--- src/rtl/core/sac_pkg.sv ---
// Shared types and constants of the set-associative cache with prefetch.
`default_nettype none
package sac_pkg;
  localparam int unsigned ADDR_BITS        = 48;
  localparam int unsigned STAMP_W          = 64;
  localparam int unsigned DEF_MAX_SET_BITS = 8;
  localparam int unsigned DEF_MAX_WAYS     = 8;
  localparam int unsigned DEF_MAX_PREFETCH = 8;
  localparam int unsigned CFG_AW           = 5;

  localparam logic [2:0] REG_SET_BITS   = 3'd0;
  localparam logic [2:0] REG_BLOCK_BITS = 3'd1;
  localparam logic [2:0] REG_WAYS       = 3'd2;
  localparam logic [2:0] REG_POLICY     = 3'd3;
  localparam logic [2:0] REG_PREFETCH   = 3'd4;

  typedef struct packed {
    logic                 req_type;
    logic [ADDR_BITS-1:0] address;
  } in_t;

  typedef struct packed {
    logic       plain_hit;
    logic       plain_reads;
    logic       mem_write;
    logic       pre_hit;
    logic [3:0] pre_reads;
  } out_t;

  typedef struct packed {
    logic [3:0] set_bits;
    logic [3:0] block_bits;
    logic [3:0] ways;
    logic       policy;
    logic [3:0] prefetch_count;
  } cfg_t;

  typedef enum logic [1:0] {
    PH_PLAIN,
    PH_PRE,
    PH_PF
  } phase_e;

  typedef struct packed {
    logic   start;
    logic   rd;
    logic   load;
    logic   check;
    logic   lru_step;
    logic   lru_fill;
    logic   wr;
    logic   pf_next;
    logic   emit;
    phase_e phase;
  } cmd_t;

  typedef struct packed {
    logic need_scan;
    logic scan_done;
    logic pre_hit;
    logic pf_more;
    logic out_free;
  } stat_t;
endpackage
`default_nettype wire

--- src/rtl/core/sac_ctrl.sv ---
// Sequencer for the lookup, replacement and prefetch steps of one transaction.
`default_nettype none
module sac_ctrl (
  input  wire logic           clk_i,
  input  wire logic           rst_ni,
  input  wire logic           in_valid_i,
  input  wire sac_pkg::stat_t stat_i,
  output sac_pkg::cmd_t       cmd_o,
  output logic                idle_o
);
  typedef enum logic [2:0] {
    S_IDLE, S_RD, S_LOAD, S_CHK, S_LRU, S_WR, S_NEXT, S_DONE
  } state_e;

  state_e          state_q, state_d;
  sac_pkg::phase_e phase_q, phase_d;

  always_comb begin
    state_d = state_q;
    phase_d = phase_q;
    cmd_o = '0;
    cmd_o.phase = phase_q;
    case (state_q)
      S_IDLE: begin
        if (in_valid_i) begin
          cmd_o.start = 1'b1;
          phase_d = sac_pkg::PH_PLAIN;
          state_d = S_RD;
        end
      end
      S_RD: begin
        cmd_o.rd = 1'b1;
        state_d = S_LOAD;
      end
      S_LOAD: begin
        cmd_o.load = 1'b1;
        state_d = S_CHK;
      end
      S_CHK: begin
        cmd_o.check = 1'b1;
        state_d = stat_i.need_scan ? S_LRU : S_WR;
      end
      S_LRU: begin
        if (stat_i.scan_done) begin
          cmd_o.lru_fill = 1'b1;
          state_d = S_WR;
        end else begin
          cmd_o.lru_step = 1'b1;
        end
      end
      S_WR: begin
        cmd_o.wr = 1'b1;
        case (phase_q)
          sac_pkg::PH_PLAIN: begin
            phase_d = sac_pkg::PH_PRE;
            state_d = S_RD;
          end
          sac_pkg::PH_PRE: begin
            state_d = (!stat_i.pre_hit && stat_i.pf_more) ? S_NEXT : S_DONE;
          end
          default: begin
            state_d = stat_i.pf_more ? S_NEXT : S_DONE;
          end
        endcase
      end
      S_NEXT: begin
        cmd_o.pf_next = 1'b1;
        phase_d = sac_pkg::PH_PF;
        state_d = S_RD;
      end
      S_DONE: begin
        if (stat_i.out_free) begin
          cmd_o.emit = 1'b1;
          state_d = S_IDLE;
        end
      end
      default: state_d = S_IDLE;
    endcase
  end

  assign idle_o = (state_q == S_IDLE);

  always_ff @(posedge clk_i or negedge rst_ni) begin
    if (!rst_ni) begin
      state_q <= S_IDLE;
      phase_q <= sac_pkg::PH_PLAIN;
    end else begin
      state_q <= state_d;
      phase_q <= phase_d;
    end
  end
endmodule
`default_nettype wire

--- config.mk ---
export PLATFORM = sky130hd
export DESIGN_NAME = sac_ctrl
export DESIGN_NICKNAME = d
export VERILOG_FILES = /design/src/rtl/core/sac_pkg.sv /design/src/rtl/core/sac_ctrl.sv
export SDC_FILE = /design/constraint.sdc
export NUM_CORES = 1
export LEC_CHECK = 0
export ABC_CLOCK_PERIOD_IN_PS = 900
export CORE_AREA = 8 8 45 47
export CTS_CLUSTER_DIAMETER = 60
export DETAILED_ROUTE_END_ITERATION = 8
export DIE_AREA = 0 0 53 55
export DONT_BUFFER_PORTS = 1
export SLEW_MARGIN = 5
export SYNTH_ARGS = -nofsm -noshare
export SYNTH_HDL_FRONTEND = slang
export SYNTH_SLANG_ARGS = --single-unit
--- constraint.sdc ---
create_clock -name clk_i -period 0.9 [get_ports clk_i]
set_input_delay 0.09 -clock clk_i [delete_from_list [all_inputs] [get_ports clk_i]]
set_output_delay 0.09 -clock clk_i [all_outputs]
set_load 0.01 [all_outputs]
; Word-level counts from Yosys, hierarchy flattened
; Index checks and enable logic that the tools add are counted.
[classes]
add_sub_neg = 0
multipliers = 0
n_div = 0
order_cmp = 0
n_eq_ne = 12
shift = 0
mux = 23
bitwise = 0
n_reduce_logical = 7
[ops]
columns = cell, n
row1 = 3-bit case mux with 8 select lines, 1
row2 = 1-bit two-way mux, 14
row3 = "3-bit equality test, second input constant", 4
row4 = 3-bit two-way mux, 3
row5 = "3-bit by 2-bit equality test with 1-bit output, second input constant", 2
row6 = 2-bit two-way mux, 3
row7 = "2-bit inequality test, second input constant", 3
row8 = 2-bit case mux with 3 select lines, 1
row9 = 3-bit case mux with 2 select lines, 1
row10 = 3-bit AND reduction, 2
row11 = "3-bit by 1-bit equality test with 1-bit output, second input constant", 1
row12 = 3-bit zero test, 1
row13 = 3-bit nonzero test, 1
row14 = "2-bit by 1-bit equality test with 1-bit output, second input constant", 1
row15 = 2-bit zero test, 1
row16 = "2-bit by 1-bit inequality test with 1-bit output, second input constant", 1
row17 = 1-bit logical AND, 1
row18 = 1-bit zero test, 1
[totals]
ff_bits = 5
latchBits = 0
ram_bits = 0
rom_bits = 0
input_bits = 8
output_inout_bits = 12
wordCells = 44
memories = 0

; Longest topological paths before layout
; Gate-level depths: netlist (run 1).
[logic_depth]
ltp_word = 5
ltp_mapped = 5
mapped_depth_nobuf = 4

; Least setup slack after synthesis (run 1)
; OpenSTA, ideal clock, no wires.
[synth_timing]
kind = flip-flop to output port
from = register state_q[2]
to = output cmd_o[10] (netlist bit)
arrival_time_ns = 0.982
required_ns = 0.810
slack_ns = -0.172
stages_incl_launch_ff = 4
path_buffers = 1
path_cell_list = dfrtp_1 buf_6 nor3_2 and2_1
[synth_lines]
columns = element, line_no
row1 = from (decl), sac_ctrl.sv:15  ; state_e state_q, state_d;
row2 = from (signal assigned), sac_ctrl.sv:88  ; state_q <= state_d;
row3 = to (decl), sac_ctrl.sv:8  ; output sac_pkg::cmd_t cmd_o,

==> flow_metrics.py, run 1 <==
metrics = {
    "die": {
        "die_height_um": 55,
        "initial_utilization": 0.289,
        "io-pin-count": 20,
        "die-area_sq_um": 2920,
        "core_area_sq_um": 1380,
        "die_w_um": 53,
        "num_rows": 14,
    },
    "finish": {
        "diodes": 0,
        "stdcell_area_sq_um": 835,
        "final_layout_size_suffix_gt1_frac": 0.753,
        "area_delta_synth_final_pct": 108,
        "layout.nets": 90,
        "final_cells": 97,
    },
    "drt": {
        "routedWlPerCell_um": 15.1,
        "wl_um": 1470,
        "avgViaCountPerCell": 4.86,
        "vias": 471,
        "drt_first_pass_iters": 3,
        "drtIter0Drc": 2,
        "drc": 0,
        "ant_nets": 0,
    },
    "worst_setup_path": {
        "critical_path.max_fanout": 4,
        "worstSetupEndpoint": "cmd_o[10]",
        "cp_data_arrival_time_ns": 1.16,
        "r2r_start": "state_q[2]$_DFFE_PN0P_",
        "path_delay_family": "flip-flops",
        "r2r_end": "state_q[0]$_DFFE_PN0P_",
        "critPathLaunch": "state_q[0]$_DFFE_PN0P_",
        "slowest_delay_ns": 0.43,
        "rrSetupSlack_ns": -0.27,
        "cp-start-kind": "flip-flop",
        "worstPathRequired_ns": 0.81,
        "critPathCaptureType": "output pin",
        "path_depth": 3,
        "path_cells": "buf_6, nor3_4, and2_4",
        "cpMaxStageDelayCell": "dfrtp_2",
        "r2r_cells": 6,
        "cp.buffers_inverters": 1,
        "path_class": "reg2out",
    },
    "global_routing": {
        "grt_usage": 0.0901,
        "grt_pass1_vias": 473,
        "gr-total-overflow": 0,
        "grt_pass1_wl_um": 1920,
        "grt_antenna_before_repair": 0,
        "grt_start_max_net_pins": 8,
    },
    "clock_tree": {
        "htreeDepth": 1,
        "cts-root-buf": "clkbuf_4",
        "clkSinkCount": 5,
        "cts_made_buffers": 3,
        "cts_tree": "done",
        "clk_transition_reported_paths_ns": 0.04,
        "cts_buffer_depth": 2,
        "clk_latency_ns": 0.24,
    },
    "synthesis": {
        "yosysWarningCount": 0,
        "seq_area_frac_synth": 0.313,
        "synth_area_leaders": "dfrtp_1 31%, buf_6 8.4%, nor2_1 7.5%",
        "yosysTopAreaCell": "dfrtp_1",
        "synthArstFlopShare": 1.00,
        "synth.top_cells.by_count": "8 x nor2_1, 5 x a21oi_1, 5 x dfrtp_1",
        "syn_area_sq_um": 400,
        "synth-seq-cells": 5,
        "yosysMostFrequentCell": "nor2_1",
        "yosysTopAreaCellShare": 0.313,
        "synth-main-ff-cell": "dfrtp_1",
        "synth_edf_count": 0,
        "synth_nets": 59,
        "avgSynthCellArea_sq_um": 7.85,
        "synthCells": 51,
        "ys_types": 22,
    },
    "pwr": {
        "power_density_nw_per_um2": 4330,
        "power_mw": 3.62,
        "vdd_drop_max_mv": 2.13,
        "power_leakage_nw": 0.371,
    },
    "status": {
        "violations": "negative setup slack",
        "status": "finished, violations left",
    },
    "timing": {
        "relSlewSlack": 0.823,
        "setup_violations": 16,
        "final.setup_skew_ns": 0.00124,
        "fmax_mhz": 799,
        "worst_slack_ns": -0.351,
        "period_share": 1.39,
        "fin_crit_ns": 1.25,
        "worst_pin_slew_ns": 0.265,
        "slew_viol_final": 0,
        "rsz0062_at_grt": "yes",
        "final-hold-violation-count": 0,
    },
    "run": {
        "cap_violations": 0,
    },
    "placed_design": {
        "dp_hpwl_um": 939,
        "placed_cells": 79,
        "place.gp.congestion": 0.792,
        "post_dp_cell_area_sq_um": 542,
        "numPortBuffers": 0,
    },
    "hold_path": {
        "min_path_cells": 3,
        "hold_path.class": "in2reg",
    },
}
## sequential cells by signal, summed over array words and instances, names as in the netlist
name,cells
phase_q,2
state_q,3
## where the power goes
group	total, mW	leakage (nW)	internal (mW)	switching [mW]
Sequential	0.518	0.0592	0.354	0.164
Clock	0.250	0.0150	0.167	0.0829
Combinational	2.85	0.297	1.56	1.29
## layer usage
layer | vias up | track usage | part of all wire
met2 | 17 | 0.152 | 0.54
met4 | 0 | 0.0517 | 0.027
met5 | - | 0 | 0
met1 | 219 | 0.0895 | 0.34
li1 | 231 | - | -
met3 | 4 | 0.0428 | 0.093
## what timing repair did
action | CTS | global route
endpoints found under the setup margin | 16 | 17
hold buffers | 1 | 0
buffers inserted | 5 | 9
hold endpoints to repair | 5 | 0
gates resized for setup | 22 | 18
pin swaps | 7 | 10
## layout make-up
type,count,area (sq um)
well taps,16,20.0
inverters,2,7.51
clock buffers,4,26.3
repair buffers,30,285
fillers,123,549
multi-input cells,40,368
flip-flops and latches,5,128
## worst min-delay path, cell delays in order
cell and delay (ns):
nand2_1 0.03, nand3_1 0.07, o21ai_1 0.07
## metrics by stage
step	setup WS, ns	hold slack (ns)	setup TNS, ns	util
detailed placement	-0.173	-0.205	-1.35	0.392
global route	-0.400	0.0732	-4.63	0.603
global placement	-0.131	-0.205	-1.10	0.392
floorplan	-0.114	-0.206	-0.523	-
finish	-0.351	0.0666	-3.99	0.603
CTS	-0.336	0.0422	-3.48	0.494
## logic make-up (layout without fill, tap and decap cells)
logic type	Yosys count	in the layout	synth area share
compound gates	14	14	0.203
xor+xnor	1	1	0.0219
buf+inv	6	36	0.122
flops	5	5	0.313
mux	1	1	0.0250
simple gates	24	24	0.316
## layout by cell type, fill, tap and decap left out, types with 2 or more instances in the layout
| cell type | count |
|---|---|
| a21oi_2 | 4 |
| buf_4 | 16 |
| buf_6 | 12 |
| clkbuf_4 | 3 |
| dfrtp_1 | 3 |
| dfrtp_2 | 2 |
| inv_1 | 2 |
| nand2_1 | 4 |
| nand2b_4 | 2 |
| nor2_2 | 2 |
| nor2_4 | 5 |
| nor3_4 | 2 |
| o21ai_1 | 2 |
| o21ai_2 | 5 |
## how the worst min path moves through the flow
| stage | from | end | slack [ns] |
|---|---|---|---|
| floorplan | rst_ni | phase_q[0]$_DFFE_PN0P_ | -0.21 |
| global placement | rst_ni | state_q[0]$_DFFE_PN0P_ | -0.21 |
| detailed placement | rst_ni | phase_q[0]$_DFFE_PN0P_ | -0.21 |
| CTS | stat_i[0] | state_q[2]$_DFFE_PN0P_ | 0.04 |
| global route | stat_i[0] | state_q[2]$_DFFE_PN0P_ | 0.07 |
| finish | stat_i[0] | state_q[2]$_DFFE_PN0P_ | 0.07 |
No activity file was read; power rests on OpenSTA's default activity.
==> inputs of run 2 (changes only) <==
Settings changed: CORE_AREA 8 8 45 47 to 2 2 39 41, DIE_AREA 0 0 53 55 to 0 0 41 43, PLACE_DENSITY from default to 0.43.
==> run 2 against run 1 <==
Effect of this change:
- the run still ends with negative setup slack left
- die area down 40%
- global-route usage up 7.6 points
- register-to-register slack better by 0.04 ns
- first-iteration DRC count rose to 4.5 times the previous value
- wire length down 3.3%
- total power up 5.9%
- critical path type unchanged
==> flow_metrics.py, run 2 (same netlist as run 1, synthesis figures left out) <==
metrics = {
    "status": {
        "status": "finished, violations left",
        "violations": "negative setup slack",
    },
    "finish": {
        "final_layout_size_suffix_gt1_frac": 0.765,
        "final_cells": 97,
        "area_delta_synth_final_pct": 120,
        "layout.nets": 90,
        "largest_register_ff_count": 3,
        "top_regs": "state_q: 3 flops, phase_q: 2 flops",
        "final_cell_mix": "18 x buf_6, 10 x buf_4, 6 x nor2_4, 4 x o21ai_2, 4 x dfrtp_2",
        "diodes": 0,
        "largest-register": "state_q",
        "final_common_cell": "buf_6",
    },
    "placed_design": {
        "dp_hpwl_um": 857,
        "placed_cells": 80,
        "place.gp.congestion": 0.794,
        "numPortBuffers": 0,
        "post-place-ws_ns": -0.190,
    },
    "timing": {
        "fin_crit_ns": 1.27,
        "final.setup_skew_ns": 0.00283,
        "rsz0062_at_grt": "yes",
        "fmax_mhz": 788,
        "relSlewSlack": 0.820,
        "worst_slack_ns": -0.368,
        "slew_viol_final": 0,
        "worst_pin_slew_ns": 0.268,
        "setup_violations": 17,
        "hold_slack_ns": 0.0301,
        "period_share": 1.41,
        "final-hold-violation-count": 0,
    },
    "pwr": {
        "p_sw_frac": 0.428,
        "power_mw": 3.83,
        "cell_internal_pwr_mw": 2.19,
        "clkPwrFrac": 0.069,
        "p_sw_mw": 1.64,
        "vdd_drop_max_mv": 1.58,
        "power_leakage_nw": 0.365,
        "combPwrFrac": 0.787,
        "seq_power_share": 0.145,
        "power_density_nw_per_um2": 4350,
    },
    "clock_tree": {
        "clkSinkCount": 5,
        "clk_transition_reported_paths_ns": 0.04,
        "cts-root-buf": "clkbuf_4",
        "htreeDepth": 1,
        "cts_tree": "done",
        "cts_made_buffers": 3,
        "clk_latency_ns": 0.24,
        "cts_buffer_depth": 2,
    },
    "worst_setup_path": {
        "critPathCaptureType": "output pin",
        "path_class": "reg2out",
        "critical_path.max_fanout": 5,
        "path_cells": "nand2b_4, buf_6, nor3b_4",
        "cp_data_arrival_time_ns": 1.18,
        "cpMaxStageDelayCell": "dfrtp_2",
        "cp-start-kind": "flip-flop",
        "worstPathRequired_ns": 0.81,
        "slowest_delay_ns": 0.43,
    },
    "die": {
        "die_height_um": 43,
        "num_rows": 14,
        "die-area_sq_um": 1760,
        "core_area_sq_um": 1380,
        "initial_utilization": 0.289,
        "io-pin-count": 20,
        "die_w_um": 41,
    },
    "drt": {
        "drt_first_pass_iters": 2,
        "drc": 0,
        "routedWlPerCell_um": 14.6,
        "vias": 467,
        "drtIter0Drc": 9,
        "ant_nets": 0,
        "avgViaCountPerCell": 4.81,
        "wl_um": 1420,
    },
    "global_routing": {
        "gr-total-overflow": 0,
        "grt_start_max_net_pins": 7,
        "grt_pass1_vias": 444,
        "grt_pass1_wl_um": 1930,
        "grt_antenna_before_repair": 0,
        "grt_usage": 0.166,
    },
    "run": {
        "cap_violations": 0,
    },
    "hold_path": {
        "hold_path.class": "in2reg",
    },
}
-- run 2: cell counts in the layout (fill, tap and decap cells not counted) --
No cell type changed its count.
-- run 2: worst max-delay path: cells and delay by family, from the launching register on --
kind	cells	cell delay, ns
and+or+nand+nor	2	0.37
buffers and inverters	1	0.13
DFF	1	0.43
-- run 2: final cells by class --
type                    instances  area [sq um]
fillers                       118           504
multi-input cells              40           385
repair buffers                 30           308
flip-flops and latches          5           130
clock buffers                   4          26.3
well taps                      16          20.0
inverters                       2          10.0
-- run 2: worst paths after layout --
path | from | to | slack [ns] | cells after the start
worst max-delay path | state_q[1]$_DFFE_PN0P_ | cmd_o[5] | -0.37 | 3
worst min-delay path | stat_i[0] | state_q[2]$_DFFE_PN0P_ | 0.03 | 3
worst max register to register | state_q[1]$_DFFE_PN0P_ | phase_q[1]$_DFFE_PN0P_ | -0.23 | 6
worst min register to register | state_q[0]$_DFFE_PN0P_ | phase_q[0]$_DFFE_PN0P_ | 0.69 | 3
max in group asynchronous | rst_ni | state_q[1]$_DFFE_PN0P_ | 0.51 | 1
min in group asynchronous | rst_ni | phase_q[0]$_DFFE_PN0P_ | 0.15 | 1
-- run 2: what timing repair did --
item | in CTS | in global routing
resized for setup | 29 | 24
hold buffers | 1 | 0
pin swaps | 6 | 13
setup buffers | 6 | 7
setup endpoints to repair | 17 | 17
endpoints found under the hold margin | 5 | 0
-- run 2: metal layers --
layer / wire, um / track usage / up-vias
li1: - / - / 231
met1: 506 / 0.180 / 222
met2: 858 / 0.284 / 14
met3: 55 / 0.0366 / 0
met4: 0 / 0.0800 / 0
met5: 0 / 0 / -
-- run 2: power groups by stage --
stage                     logic, mW  registers (mW)  clock network (mW)
after floorplan                1.09           0.510                   0
after global placement         1.68           0.499                   0
after detailed placement       1.68           0.491                   0
after CTS                      2.33           0.518               0.270
after global routing           3.20           0.563               0.291
final                          3.01           0.554               0.264
-- run 2: stage by stage --
stage               utilization  TNS (ns)  cell area [sq um]
detailed placement        0.397     -1.46                549
global route              0.636     -5.03                880
global placement          0.397     -1.54                549
floorplan                     -    -0.523                443
CTS                       0.533     -4.16                737
finish                    0.636     -4.28                880
==> inputs of run 3 (changes only) <==
Settings changed: PLACE_DENSITY 0.43 to default.
==> run 3 against run 2 <==
Effect of this change:
- the flow still finishes with violations (negative setup slack)
- clock-buffer cell count unchanged
- global-route usage decreased by 1.1 points
- sequential cell count stayed put
- final cell count decreased by 10%
- die area stayed put
- sequential power decreased by 8.3%
- non-clock buffer count fell by 10
- register-to-register slack improved by 0.02 ns
- critical path depth unchanged
- largest cell class unchanged
- largest power group unchanged
==> flow_metrics.py, run 3 (same netlist as run 1, synthesis figures left out) <==
metrics = {
    "timing": {
        "fmax_mhz": 803,
        "fin_crit_ns": 1.25,
        "final-hold-violation-count": 0,
        "period_share": 1.38,
        "rsz0062_at_grt": "yes",
        "worst_slack_ns": -0.346,
        "hold_slack_ns": 0.0554,
        "final.setup_skew_ns": 0.00788,
        "setup_violations": 17,
        "worst_pin_slew_ns": 0.256,
        "slew_viol_final": 0,
        "fin_setup_tns_ns": -3.92,
        "relSlewSlack": 0.829,
    },
    "global_routing": {
        "grt_start_max_net_pins": 9,
        "gr-total-overflow": 0,
        "grt_antenna_before_repair": 0,
        "grt_pass1_vias": 428,
        "grt_usage": 0.155,
        "grt_pass1_wl_um": 1800,
    },
    "die": {
        "die_w_um": 41,
        "die-area_sq_um": 1760,
        "die_height_um": 43,
        "initial_utilization": 0.289,
        "core_area_sq_um": 1380,
        "io-pin-count": 20,
        "num_rows": 14,
    },
    "finish": {
        "diodes": 0,
        "largest-register": "state_q",
        "final_cell_mix": "9 x buf_4, 9 x buf_6, 5 x nor2_4, 4 x o21ai_1, 4 x a21oi_1",
        "final_layout_size_suffix_gt1_frac": 0.676,
        "stdcell_area_sq_um": 729,
        "top_regs": "state_q: 3 flops, phase_q: 2 flops",
        "fillers": 128,
        "largest_register_ff_count": 3,
        "layout.nets": 80,
        "area_delta_synth_final_pct": 82.2,
    },
    "hold_path": {
        "hold_path.class": "in2reg",
        "min_from": "stat_i[0]",
        "min_path_cells": 3,
    },
    "worst_setup_path": {
        "r2r_start": "state_q[0]$_DFFE_PN0P_",
        "worstSetupEndpoint": "cmd_o[10]",
        "r2r_end": "state_q[0]$_DFFE_PN0P_",
        "critical_path.max_fanout": 4,
        "cp_data_arrival_time_ns": 1.16,
        "critPathLaunch": "state_q[0]$_DFFE_PN0P_",
        "cp-start-kind": "flip-flop",
        "worstPathRequired_ns": 0.81,
        "critPathCaptureType": "output pin",
        "path_class": "reg2out",
        "rrSetupSlack_ns": -0.21,
        "r2r_cells": 6,
    },
    "pwr": {
        "vdd_drop_max_mv": 1.68,
        "power_leakage_nw": 0.312,
        "power_density_nw_per_um2": 4260,
    },
    "placed_design": {
        "numPortBuffers": 0,
        "dp_hpwl_um": 813,
        "place.gp.congestion": 0.828,
        "post_dp_cell_area_sq_um": 559,
        "post-place-ws_ns": -0.180,
    },
    "drt": {
        "wl_um": 1170,
        "drtIter0Drc": 12,
        "drc": 0,
        "routedWlPerCell_um": 13.4,
        "drt_first_pass_iters": 4,
        "avgViaCountPerCell": 5.02,
        "vias": 437,
        "ant_nets": 0,
    },
    "clock_tree": {
        "clk_latency_ns": 0.25,
        "cts-root-buf": "clkbuf_4",
        "htreeDepth": 1,
        "cts_made_buffers": 3,
        "clk_transition_reported_paths_ns": 0.05,
        "cts_tree": "done",
        "cts_buffer_depth": 2,
        "clkSinkCount": 5,
    },
    "run": {
        "cap_violations": 0,
    },
    "status": {
        "status": "finished, violations left",
        "violations": "negative setup slack",
    },
}
## run 3: critical path: stages (launching register included)
cell and delay [ns]:
dfrtp_2 0.43, buf_4 0.18, nor3_4 0.13, and2_4 0.17
## run 3: per-stage QoR
step | util | cells | power, mW
global placement | 0.404 | 78 | 2.20
detailed placement | 0.404 | 78 | 2.22
finish | 0.527 | 87 | 3.11
CTS | 0.498 | 87 | 2.90
floorplan | - | 51 | 1.60
global route | 0.527 | 87 | 3.34
## run 3: repair_timing
action                                  in CTS  in global routing
pin swaps                                    4                  3
gates resized for setup                     23                 12
hold buffers                                 1                  0
hold endpoints to repair                     5                  0
setup buffers                                5                  1
endpoints found under the setup margin      17                 17
## run 3: cell type report
type	count	area, sq um	share of cell area
multi-input combinational	40	348	0.477
tap	16	20.0	0.0274
inverter	2	7.51	0.0103
sequential	5	129	0.177
timing repair buffer	20	199	0.273
clock buffer	4	26.3	0.0360
## run 3: worst min-delay path by stage
stage | endpoint | slack, ns
3_5_place_dp | state_q[2]$_DFFE_PN0P_ | -0.21
6_report | state_q[1]$_DFFE_PN0P_ | 0.06
5_1_grt | state_q[2]$_DFFE_PN0P_ | 0.05
3_3_place_gp | state_q[2]$_DFFE_PN0P_ | -0.21
2_1_floorplan | phase_q[0]$_DFFE_PN0P_ | -0.21
4_1_cts | state_q[1]$_DFFE_PN0P_ | 0.05
## run 3: power by group
group          total [mW]  internal (mW)  switching, mW
registers           0.508          0.358          0.151
clock network       0.267          0.168         0.0987
logic                2.33           1.21           1.12
total                3.11           1.74           1.37
## run 3: routing by layer
metal  vias to the layer above  share of wire  track usage
li1                        209              -            -
met1                       205           0.39        0.193
met2                        21           0.51        0.228
met3                         2          0.090       0.0524
met4                         0         0.0068       0.0800
met5                         -              0            0
